`src/design/slm_pkg.sv`:
```
`default_nettype none

package slm_pkg;

  localparam int unsigned MAX_COLS   = 64;
  localparam int unsigned SAMPLE_W   = 16;
  localparam int unsigned ROW_W      = 16;
  localparam int unsigned COL_W      = $clog2(MAX_COLS);
  localparam int unsigned COLS_CFG_W = 7;
  localparam int unsigned CFG_W      = 16;
  localparam int unsigned NUM_NEIGH  = 8;
  localparam int unsigned NUM_CAND   = 4;
  localparam int unsigned FIFO_DEPTH = 4;
  localparam int unsigned TDATA_W    = ((SAMPLE_W + ROW_W + COL_W + 7) / 8) * 8;
  localparam int unsigned TUSER_W    = 2;

  typedef enum logic [0:0] {
    REG_FRAME_ROWS = 1'b0,
    REG_FRAME_COLS = 1'b1
  } cfg_reg_e;

  // one window column, index 0 = oldest row, 2 = current row
  typedef logic [2:0][SAMPLE_W-1:0] slm_col_t;
  // window, index 0 = leftmost column
  typedef slm_col_t [2:0] slm_win_t;

  typedef struct packed {
    logic row_hi;
    logic col_hi;
    logic has_up;
    logic has_down;
    logic has_left;
    logic has_right;
  } slm_jctl_t;

  typedef struct packed {
    logic [SAMPLE_W-1:0] value;
    logic [ROW_W-1:0]    row;
    logic [COL_W-1:0]    col;
    logic                is_max;
    logic                last;
    logic                eof;
  } slm_res_t;

  // neighbor offsets as positions in a 3x3 patch around the center (1,1)
  localparam logic [1:0] NB_ROW [NUM_NEIGH] = '{2'd0, 2'd0, 2'd0, 2'd1, 2'd1, 2'd2, 2'd2, 2'd2};
  localparam logic [1:0] NB_COL [NUM_NEIGH] = '{2'd0, 2'd1, 2'd2, 2'd0, 2'd2, 2'd0, 2'd1, 2'd2};

endpackage

`default_nettype wire

```
`src/design/slm_col_cell.sv`:
```
`default_nettype none

module slm_col_cell import slm_pkg::*; (
  input  wire logic     clk_i,
  input  wire logic     rst_ni,
  input  wire logic     en_i,
  input  wire slm_col_t col_i,
  output slm_col_t      col_o
);

  slm_col_t col_q;

  always_ff @(posedge clk_i or negedge rst_ni) begin
    if (!rst_ni) begin
      col_q <= '0;
    end else if (en_i) begin
      col_q <= col_i;
    end
  end

  assign col_o = col_q;

endmodule

`default_nettype wire

```
`src/design/slm_judge.sv`:
```
`default_nettype none

module slm_judge import slm_pkg::*; (
  input  wire slm_win_t  win_i,
  input  wire slm_jctl_t ctl_i,
  output logic           is_max_o
);

  logic [1:0]          rsel [3];
  logic [1:0]          csel [3];
  logic [SAMPLE_W-1:0] nb [3][3];

  always_comb begin
    rsel[0] = ctl_i.row_hi ? 2'd1 : 2'd0;
    rsel[1] = ctl_i.row_hi ? 2'd2 : 2'd1;
    rsel[2] = 2'd2;
    csel[0] = ctl_i.col_hi ? 2'd1 : 2'd0;
    csel[1] = ctl_i.col_hi ? 2'd2 : 2'd1;
    csel[2] = 2'd2;
  end

  always_comb begin
    for (int i = 0; i < 3; i++) begin
      for (int j = 0; j < 3; j++) begin
        nb[i][j] = win_i[csel[j]][rsel[i]];
      end
    end
  end

  always_comb begin
    logic ok;
    ok = 1'b1;
    for (int k = 0; k < NUM_NEIGH; k++) begin
      if ((NB_ROW[k] != 2'd0 || ctl_i.has_up) &&
          (NB_ROW[k] != 2'd2 || ctl_i.has_down) &&
          (NB_COL[k] != 2'd0 || ctl_i.has_left) &&
          (NB_COL[k] != 2'd2 || ctl_i.has_right)) begin
        if (nb[1][1] <= nb[NB_ROW[k]][NB_COL[k]]) begin
          ok = 1'b0;
        end
      end
    end
    is_max_o = ok;
  end

endmodule

`default_nettype wire

```
`src/design/slm_out_fifo.sv`:
```
`default_nettype none

module slm_out_fifo import slm_pkg::*; (
  input  wire logic     clk_i,
  input  wire logic     rst_ni,
  input  wire logic     push_i,
  input  wire slm_res_t data_i,
  output logic          full_o,
  output logic          valid_o,
  input  wire logic     ready_i,
  output slm_res_t      data_o
);

  localparam int unsigned PTR_W = $clog2(FIFO_DEPTH);
  localparam int unsigned CNT_W = $clog2(FIFO_DEPTH + 1);

  slm_res_t         buf_q [FIFO_DEPTH];
  logic [PTR_W-1:0] wr_ptr_q, rd_ptr_q;
  logic [CNT_W-1:0] cnt_q;
  logic             pop;

  assign full_o  = (cnt_q == CNT_W'(FIFO_DEPTH));
  assign valid_o = (cnt_q != '0);
  assign pop     = valid_o && ready_i;
  assign data_o  = buf_q[rd_ptr_q];

  always_ff @(posedge clk_i) begin
    if (push_i) begin
      buf_q[wr_ptr_q] <= data_i;
    end
  end

  always_ff @(posedge clk_i or negedge rst_ni) begin
    if (!rst_ni) begin
      wr_ptr_q <= '0;
      rd_ptr_q <= '0;
      cnt_q    <= '0;
    end else begin
      if (push_i) begin
        wr_ptr_q <= wr_ptr_q + PTR_W'(1);
      end
      if (pop) begin
        rd_ptr_q <= rd_ptr_q + PTR_W'(1);
      end
      if (push_i && !pop) begin
        cnt_q <= cnt_q + CNT_W'(1);
      end else if (pop && !push_i) begin
        cnt_q <= cnt_q - CNT_W'(1);
      end
    end
  end

endmodule

`default_nettype wire

```
`src/design/strict_local_max_3x3_unit.sv`:
```
// Streaming 3x3 strict local-maximum test over a raster frame.
// Slave stream: one sample per word in s_axis_tdata. Master stream: one
// verdict per word (value, row, column in tdata; is_local_max and
// end_of_frame in tuser; tlast marks the last verdict caused by one sample).
// Frame size comes from the cfg port (index 0 = rows, 1 = columns); any
// write restarts the raster position at (0, 0).
// A sample yields zero to four verdicts: one for most samples past the
// first row, none at the start of an inner row, and extra ones at the row
// end and on the last row.
// Throughput: one sample per cycle while each sample yields at most one
// verdict and the output queue has room; a sample with more verdicts holds
// the input until all are queued, since they enter the queue one per cycle.
// A sample passes stage A and then the window shift before its first verdict
// is written to the queue and shown on the master side.
// A four-entry output queue decouples the sides; when the receiver stalls,
// the queue fills and then the slave side deasserts tready.
// Reset empties the pipeline and queue and sets the frame to 1 x 1; the line
// stores hold no valid data until the first rows pass.
`default_nettype none

module strict_local_max_3x3_unit import slm_pkg::*; (
  input  wire logic                  clk_i,
  input  wire logic                  rst_ni,
  input  wire logic                  cfg_we_i,
  input  wire logic                  cfg_addr_i,
  input  wire logic [CFG_W-1:0]      cfg_wdata_i,
  input  wire logic                  s_axis_tvalid,
  output logic                       s_axis_tready,
  input  wire logic [SAMPLE_W-1:0]   s_axis_tdata,   // [15:0] sample
  output logic                       m_axis_tvalid,
  input  wire logic                  m_axis_tready,
  output logic [TDATA_W-1:0]         m_axis_tdata,   // pixel_value, pixel_row, pixel_col, pad
  output logic                       m_axis_tlast,   // last_of_run
  output logic [TUSER_W-1:0]         m_axis_tuser    // is_local_max, end_of_frame
);

  logic [ROW_W-1:0]      rows_q;
  logic [COLS_CFG_W-1:0] cols_q;
  logic [ROW_W-1:0]      rows_eff;
  logic [COLS_CFG_W-1:0] cols_eff;
  logic [ROW_W-1:0]      row_q;
  logic [COL_W-1:0]      col_q;
  logic                  last_row, last_col;
  logic                  in_acc;

  logic                  a_vld_q;
  logic [SAMPLE_W-1:0]   a_sample_q;
  logic [ROW_W-1:0]      a_row_q;
  logic [COL_W-1:0]      a_col_q;
  logic                  a_last_row_q, a_last_col_q;

  logic [SAMPLE_W-1:0]   older_mem [MAX_COLS];
  logic [SAMPLE_W-1:0]   newer_mem [MAX_COLS];
  logic [SAMPLE_W-1:0]   older_rd_q, newer_rd_q;
  logic                  bypass;

  slm_col_t              c0, c1, c2;
  slm_win_t              win;
  logic                  shift_en;

  logic [ROW_W-1:0]      w_row_q;
  logic [COL_W-1:0]      w_col_q;
  logic [NUM_CAND-1:0]   pend_q, pend_d, a_mask;
  logic [1:0]            sel;
  logic                  pend_last, push, adv, full, is_max;
  slm_jctl_t             jctl;
  slm_res_t              res, out_res;

  // configuration and raster position
  always_ff @(posedge clk_i or negedge rst_ni) begin
    if (!rst_ni) begin
      rows_q <= ROW_W'(1);
      cols_q <= COLS_CFG_W'(1);
    end else if (cfg_we_i) begin
      case (cfg_reg_e'(cfg_addr_i))
        REG_FRAME_ROWS: rows_q <= cfg_wdata_i[ROW_W-1:0];
        REG_FRAME_COLS: cols_q <= cfg_wdata_i[COLS_CFG_W-1:0];
        default: ;
      endcase
    end
  end

  always_comb begin
    rows_eff = (rows_q == '0) ? ROW_W'(1) : rows_q;
    if (cols_q == '0) begin
      cols_eff = COLS_CFG_W'(1);
    end else if (cols_q > COLS_CFG_W'(MAX_COLS)) begin
      cols_eff = COLS_CFG_W'(MAX_COLS);
    end else begin
      cols_eff = cols_q;
    end
  end

  assign last_row      = (row_q == rows_eff - ROW_W'(1));
  assign last_col      = (COLS_CFG_W'(col_q) == cols_eff - COLS_CFG_W'(1));
  assign s_axis_tready = !a_vld_q || adv;
  assign in_acc        = s_axis_tvalid && s_axis_tready;

  always_ff @(posedge clk_i or negedge rst_ni) begin
    if (!rst_ni) begin
      row_q <= '0;
      col_q <= '0;
    end else if (cfg_we_i) begin
      row_q <= '0;
      col_q <= '0;
    end else if (in_acc) begin
      if (last_col) begin
        col_q <= '0;
        row_q <= last_row ? '0 : row_q + ROW_W'(1);
      end else begin
        col_q <= col_q + COL_W'(1);
      end
    end
  end

  // stage A: sample taken, line stores read
  always_ff @(posedge clk_i or negedge rst_ni) begin
    if (!rst_ni) begin
      a_vld_q <= 1'b0;
    end else if (in_acc) begin
      a_vld_q <= 1'b1;
    end else if (adv) begin
      a_vld_q <= 1'b0;
    end
  end

  always_ff @(posedge clk_i) begin
    if (in_acc) begin
      a_sample_q   <= s_axis_tdata;
      a_row_q      <= row_q;
      a_col_q      <= col_q;
      a_last_row_q <= last_row;
      a_last_col_q <= last_col;
    end
  end

  assign shift_en = adv && a_vld_q;
  // single-column frames read the entry that is written in the same cycle
  assign bypass   = shift_en && (a_col_q == col_q);

  always_ff @(posedge clk_i) begin
    if (shift_en) begin
      older_mem[a_col_q] <= newer_rd_q;
      newer_mem[a_col_q] <= a_sample_q;
    end
    if (in_acc) begin
      older_rd_q <= bypass ? newer_rd_q : older_mem[col_q];
      newer_rd_q <= bypass ? a_sample_q : newer_mem[col_q];
    end
  end

  // window: three column cells in a chain
  slm_col_cell u_cell2 (
    .clk_i  (clk_i),
    .rst_ni (rst_ni),
    .en_i   (shift_en),
    .col_i  ({a_sample_q, newer_rd_q, older_rd_q}),
    .col_o  (c2)
  );

  slm_col_cell u_cell1 (
    .clk_i  (clk_i),
    .rst_ni (rst_ni),
    .en_i   (shift_en),
    .col_i  (c2),
    .col_o  (c1)
  );

  slm_col_cell u_cell0 (
    .clk_i  (clk_i),
    .rst_ni (rst_ni),
    .en_i   (shift_en),
    .col_i  (c1),
    .col_o  (c0)
  );

  assign win = {c2, c1, c0};

  // verdicts owed by the window: up-left, up (row end), left (last row), current (last row end)
  always_comb begin
    a_mask[0] = (a_row_q != '0) && (a_col_q != '0);
    a_mask[1] = (a_row_q != '0) && a_last_col_q;
    a_mask[2] = a_last_row_q && (a_col_q != '0);
    a_mask[3] = a_last_row_q && a_last_col_q;
  end

  always_comb begin
    if (pend_q[0]) begin
      sel = 2'd0;
    end else if (pend_q[1]) begin
      sel = 2'd1;
    end else if (pend_q[2]) begin
      sel = 2'd2;
    end else begin
      sel = 2'd3;
    end
  end

  assign pend_last = ((pend_q & (pend_q - NUM_CAND'(1))) == '0);
  assign push      = (pend_q != '0) && !full;
  assign adv       = (pend_q == '0) || (push && pend_last);

  always_comb begin
    if (adv) begin
      pend_d = a_vld_q ? a_mask : '0;
    end else if (push) begin
      pend_d = pend_q & (pend_q - NUM_CAND'(1));
    end else begin
      pend_d = pend_q;
    end
  end

  always_ff @(posedge clk_i or negedge rst_ni) begin
    if (!rst_ni) begin
      pend_q <= '0;
    end else begin
      pend_q <= pend_d;
    end
  end

  always_ff @(posedge clk_i) begin
    if (shift_en) begin
      w_row_q <= a_row_q;
      w_col_q <= a_col_q;
    end
  end

  always_comb begin
    jctl.row_hi    = sel[1];
    jctl.col_hi    = sel[0];
    jctl.has_up    = sel[1] ? (w_row_q != '0) : (w_row_q >= ROW_W'(2));
    jctl.has_down  = !sel[1];
    jctl.has_left  = sel[0] ? (w_col_q != '0) : (w_col_q >= COL_W'(2));
    jctl.has_right = !sel[0];
  end

  slm_judge u_judge (
    .win_i    (win),
    .ctl_i    (jctl),
    .is_max_o (is_max)
  );

  always_comb begin
    res.value  = win[{sel[0], !sel[0]}][{sel[1], !sel[1]}];
    res.row    = sel[1] ? w_row_q : w_row_q - ROW_W'(1);
    res.col    = sel[0] ? w_col_q : w_col_q - COL_W'(1);
    res.is_max = is_max;
    res.last   = pend_last;
    res.eof    = &sel;
  end

  slm_out_fifo u_fifo (
    .clk_i   (clk_i),
    .rst_ni  (rst_ni),
    .push_i  (push),
    .data_i  (res),
    .full_o  (full),
    .valid_o (m_axis_tvalid),
    .ready_i (m_axis_tready),
    .data_o  (out_res)
  );

  assign m_axis_tdata = TDATA_W'({out_res.col, out_res.row, out_res.value});
  assign m_axis_tlast = out_res.last;
  assign m_axis_tuser = {out_res.eof, out_res.is_max};

endmodule

`default_nettype wire

```
`config.mk`:
```
export PLATFORM = sky130hd
export DESIGN_NAME = strict_local_max_3x3_unit
export DESIGN_NICKNAME = d
export VERILOG_FILES = /design/src/design/slm_pkg.sv /design/src/design/slm_col_cell.sv /design/src/design/slm_judge.sv /design/src/design/slm_out_fifo.sv /design/src/design/strict_local_max_3x3_unit.sv
export SDC_FILE = /design/constraint.sdc
export NUM_CORES = 2
export LEC_CHECK = 0
export BUFFER_PORTS_ARGS = -buffer_cell sky130_fd_sc_hd__buf_4
export CORE_AREA = 3 3 502 379
export CTS_CLUSTER_DIAMETER = 40
export DETAILED_ROUTE_END_ITERATION = 10
export DIE_AREA = 0 0 505 382
export GPL_ROUTABILITY_DRIVEN = 1
export HOLD_SLACK_MARGIN = 0.15
export PLACE_DENSITY_LB_ADDON = 0.1
export SLEW_MARGIN = 20
export SYNTH_ARGS = -nofsm -noshare
export SYNTH_HDL_FRONTEND = slang
export SYNTH_HIERARCHICAL = 1
export SYNTH_SLANG_ARGS = --single-unit
```
`constraint.sdc`:
```
create_clock -name clk_i -period 13.3 [get_ports clk_i]
set_input_delay 1.995 -clock clk_i [delete_from_list [all_inputs] [get_ports clk_i]]
set_output_delay 1.995 -clock clk_i [all_outputs]
set_load 0.1 [all_outputs]
```
==> impl_metrics.toml <==
[status]
status = "completed"

[detailed_routing]
routed_wl_um = 250100
drc = 0
vias = 50020
drt-initial-drc-count = 6266
first_pass_iters = 5
vias_per_cell = 6.384
ant_nets = 0
wire_per_inst_um = 31.92

[synthesis]
synth_edf_count = 2306
synthFlopType = "edfxtp_1"
synth_seq_cells = 2507
synthCells = 4858
yosysSeqAreaShare_pct = 72.84
ys_async_sr_fraction_pct = 8.018
yosysWarnings = 6
synth_area_um2 = 102000
synth_cell_type_count = 79
syn_avg_cell_area_um2 = 20.99

[placement]
place_congestion = 0.9174
hpwlAfterDp_um = 143000
portBuffers = 80
dp_cells = 7336
place_ws_ns = 6.766

[critical_path]
crit_start = "pend_q[1]"
arrival_ns = 7.35
rr_endpoint = "u_fifo/buf_q[1][2]"
critical_path_class = "reg2reg"
cp-end-kind = "register"
path_max_fanout = 51
critPathRequiredTime_ns = 13.98
rrSetupSlack_ns = 6.63
reg2reg_depth = 14
cp-start-kind = "register"
r2r-start = "pend_q[1]"

[timing]
hold_viol = 0
relSlewSlack_pct = 30.23
slew_violations = 0
setup_viol = 0
hold_ws_ns = 0.4495
fmax_mhz = 149.9
rsz0062_at_grt = "false"
tightest_slew_ns = 1.047
tns_ns = 0
skew_ns = 0.06689
period_share_pct = 50.15
fin_ws_ns = 6.630
period_needed_ns = 6.670

[power]
p_switching_mw = 9.520
power.leakage_nw = 37.55
seqPwrFrac_pct = 39.4
ir_worst_vdd_v = 0.0001895
power.density_nw_per_um2 = 239.9
switching_share_pct = 34.41
p_clk_share_pct = 27.4
intPower_mw = 18.14
combPwrFrac_pct = 33.2

[final_layout]
final_common_cell = "edfxtp_1"
final_cell_mix = "edfxtp_1, mux4_2, clkbuf_16"
drive_gt1_share_pct = 31.46
layout.cells.non_filler = 7835
area_delta_synth_final_pct = 13.06
num-fill-cells = 12930
nets = 5305

[min_path]
min_path_cells = 0
hold_end = "w_row_q[13]"
min_path_type = "reg2reg"
hold_start = "a_row_q[13]"

[clocking]
hold_buffers = 0
path_clk_slew_ns = 0.06
post_cts_buffers = 0
insertion_delay_ns = 0.91
cts_sinks = 2507
cts_root_buf = "clkbuf_16"
max-clock-path-buffers = 4
cts_buffers = 288
cts_tree = "built"
cts_resized = 0
htree_levels = 5

[die]
ios = 83
initial_core_util_pct = 54.88
die_area_um2 = 192900
die_x_um = 505
std_cell_rows = 137
coreArea_um2 = 185800
die_h_um = 382

[global_route]
grt_pass1_wl_um = 363700
grt_pass1_vias = 50010
gr-total-overflow = 0
grt_max_degree = 145
grt_usage_pct = 26.18
antenna_found_initial = 26

[flow_run]
drv_cap = 0
[worst max-delay path, cell delays in order (launching register included)]
cell	delay, ns
dfrtp_1	0.40
clkinv_1	0.66
a21o_1	0.58
inv_4	0.66
buf_4	0.77
mux2_2	0.31
nor2_1	0.04
a21oi_1	0.78
ha_1	0.31
nand4_1	0.19
nor4_1	0.67
a221o_1	0.26
a211oi_1	0.07
o41ai_1	0.32
and4b_1	0.34
[power groups by stage]
stage | sequential (mW) | combinational (mW) | clock, mW
global route | 11.0 | 9.86 | 8.05
finish | 10.9 | 9.17 | 7.58
global placement | 11.1 | 9.06 | 0
detailed placement | 11.1 | 9.11 | 0
CTS | 10.9 | 9.15 | 7.72
floorplan | 11.0 | 6.26 | 0
[final cells by class]
cell class / instances / area, µm² / share of cell area, %
antenna: 5 / 12.51 / 0.01085
clock buffer: 354 / 7686 / 6.666
clock inverter: 139 / 1354 / 1.174
inverter: 46 / 187.7 / 0.1628
multi-input combinational: 2056 / 26830 / 23.27
sequential: 2507 / 74300 / 64.44
tap: 2502 / 3131 / 2.715
timing repair buffer: 226 / 1799 / 1.561
[metrics by stage]
| step | power (mW) | util, % | instance area, µm² |
|---|---|---|---|
| 6_report | 27.66 | 62.05 | 115300 |
| 5_1_grt | 28.91 | 62.04 | 115300 |
| 4_1_cts | 27.78 | 62.03 | 115300 |
| 3_5_place_dp | 20.19 | 57.17 | 106200 |
| 3_3_place_gp | 20.12 | 57.17 | 106200 |
| 2_1_floorplan | 17.21 | - | 102000 |
[flip-flops by register name, indices dropped and copies added (netlist names), 3 cells and up]
register	flops
older_rd_q	16
a_col_q	6
col_q	6
u_cell0/col_o	48
u_fifo/cnt_q	3
u_cell1/col_o	48
u_fifo/buf_q	164
cols_q	7
row_q	16
a_sample_q	16
pend_q	4
older_mem	1024
rows_q	16
newer_mem	1024
u_cell2/col_o	48
w_row_q	16
w_col_q	6
newer_rd_q	16
a_row_q	16
[synthesized netlist by cell type (12+ instances only)]
cell / instances / share of area (%)
nand2_1: 98 / 0.36
a21o_1: 13 / 0.096
ha_1: 141 / 1.7
o21ai_0: 62 / 0.30
nor4_1: 26 / 0.16
xor2_1: 21 / 0.18
mux2_2: 173 / 1.9
edfxtp_1: 2306 / 68
mux2_4: 61 / 0.90
nor2_1: 209 / 0.77
clkbuf_1: 124 / 0.46
inv_1: 43 / 0.16
xnor2_1: 28 / 0.24
nand2b_1: 15 / 0.092
buf_1: 38 / 0.14
nand4_1: 28 / 0.17
mux2i_1: 100 / 0.98
dfrtp_1: 199 / 4.9
nor2b_1: 13 / 0.080
a211oi_1: 24 / 0.18
nor3_1: 12 / 0.059
o22ai_1: 21 / 0.13
mux4_2: 703 / 16
buf_2: 70 / 0.34
nand3_1: 38 / 0.19
a21oi_1: 135 / 0.66
[logic make-up (layout without fill, tap and decap cells)]
| family | after synthesis | in the layout | share of synthesized area [%] |
|---|---|---|---|
| multiplexers | 1040 | 1040 | 19.39 |
| flip-flops | 2507 | 2507 | 72.84 |
| other | 1 | 7 | 0.003677 |
| AO/OA/AOI/OAI | 315 | 315 | 1.867 |
| buffers and inverters | 296 | 765 | 1.331 |
| adder cells (fa/ha/maj) | 144 | 144 | 1.769 |
| XOR/XNOR | 49 | 49 | 0.4209 |
| AND/OR/NAND/NOR | 506 | 506 | 2.375 |
[how the worst max path moves through the flow]
stage,endpoint,slack (ns),depth (start not counted)
floorplan,row_q[3],7.90,9
global placement,u_fifo/buf_q[0][2],6.98,15
detailed placement,u_fifo/buf_q[0][2],6.77,15
CTS,u_fifo/buf_q[1][2],6.71,15
global route,u_fifo/buf_q[1][2],6.36,15
finish,u_fifo/buf_q[1][2],6.63,14
[per-layer routing]
layer	share of wire, %	GRT usage, %	vias up
met5	0.0052	0	-
met3	8.8	5.612	335
met4	2.1	6.082	2
met1	45	41.90	26760
met2	44	37.27	2138
li1	-	-	20790
No activity file was read; power rests on OpenSTA's default activity.
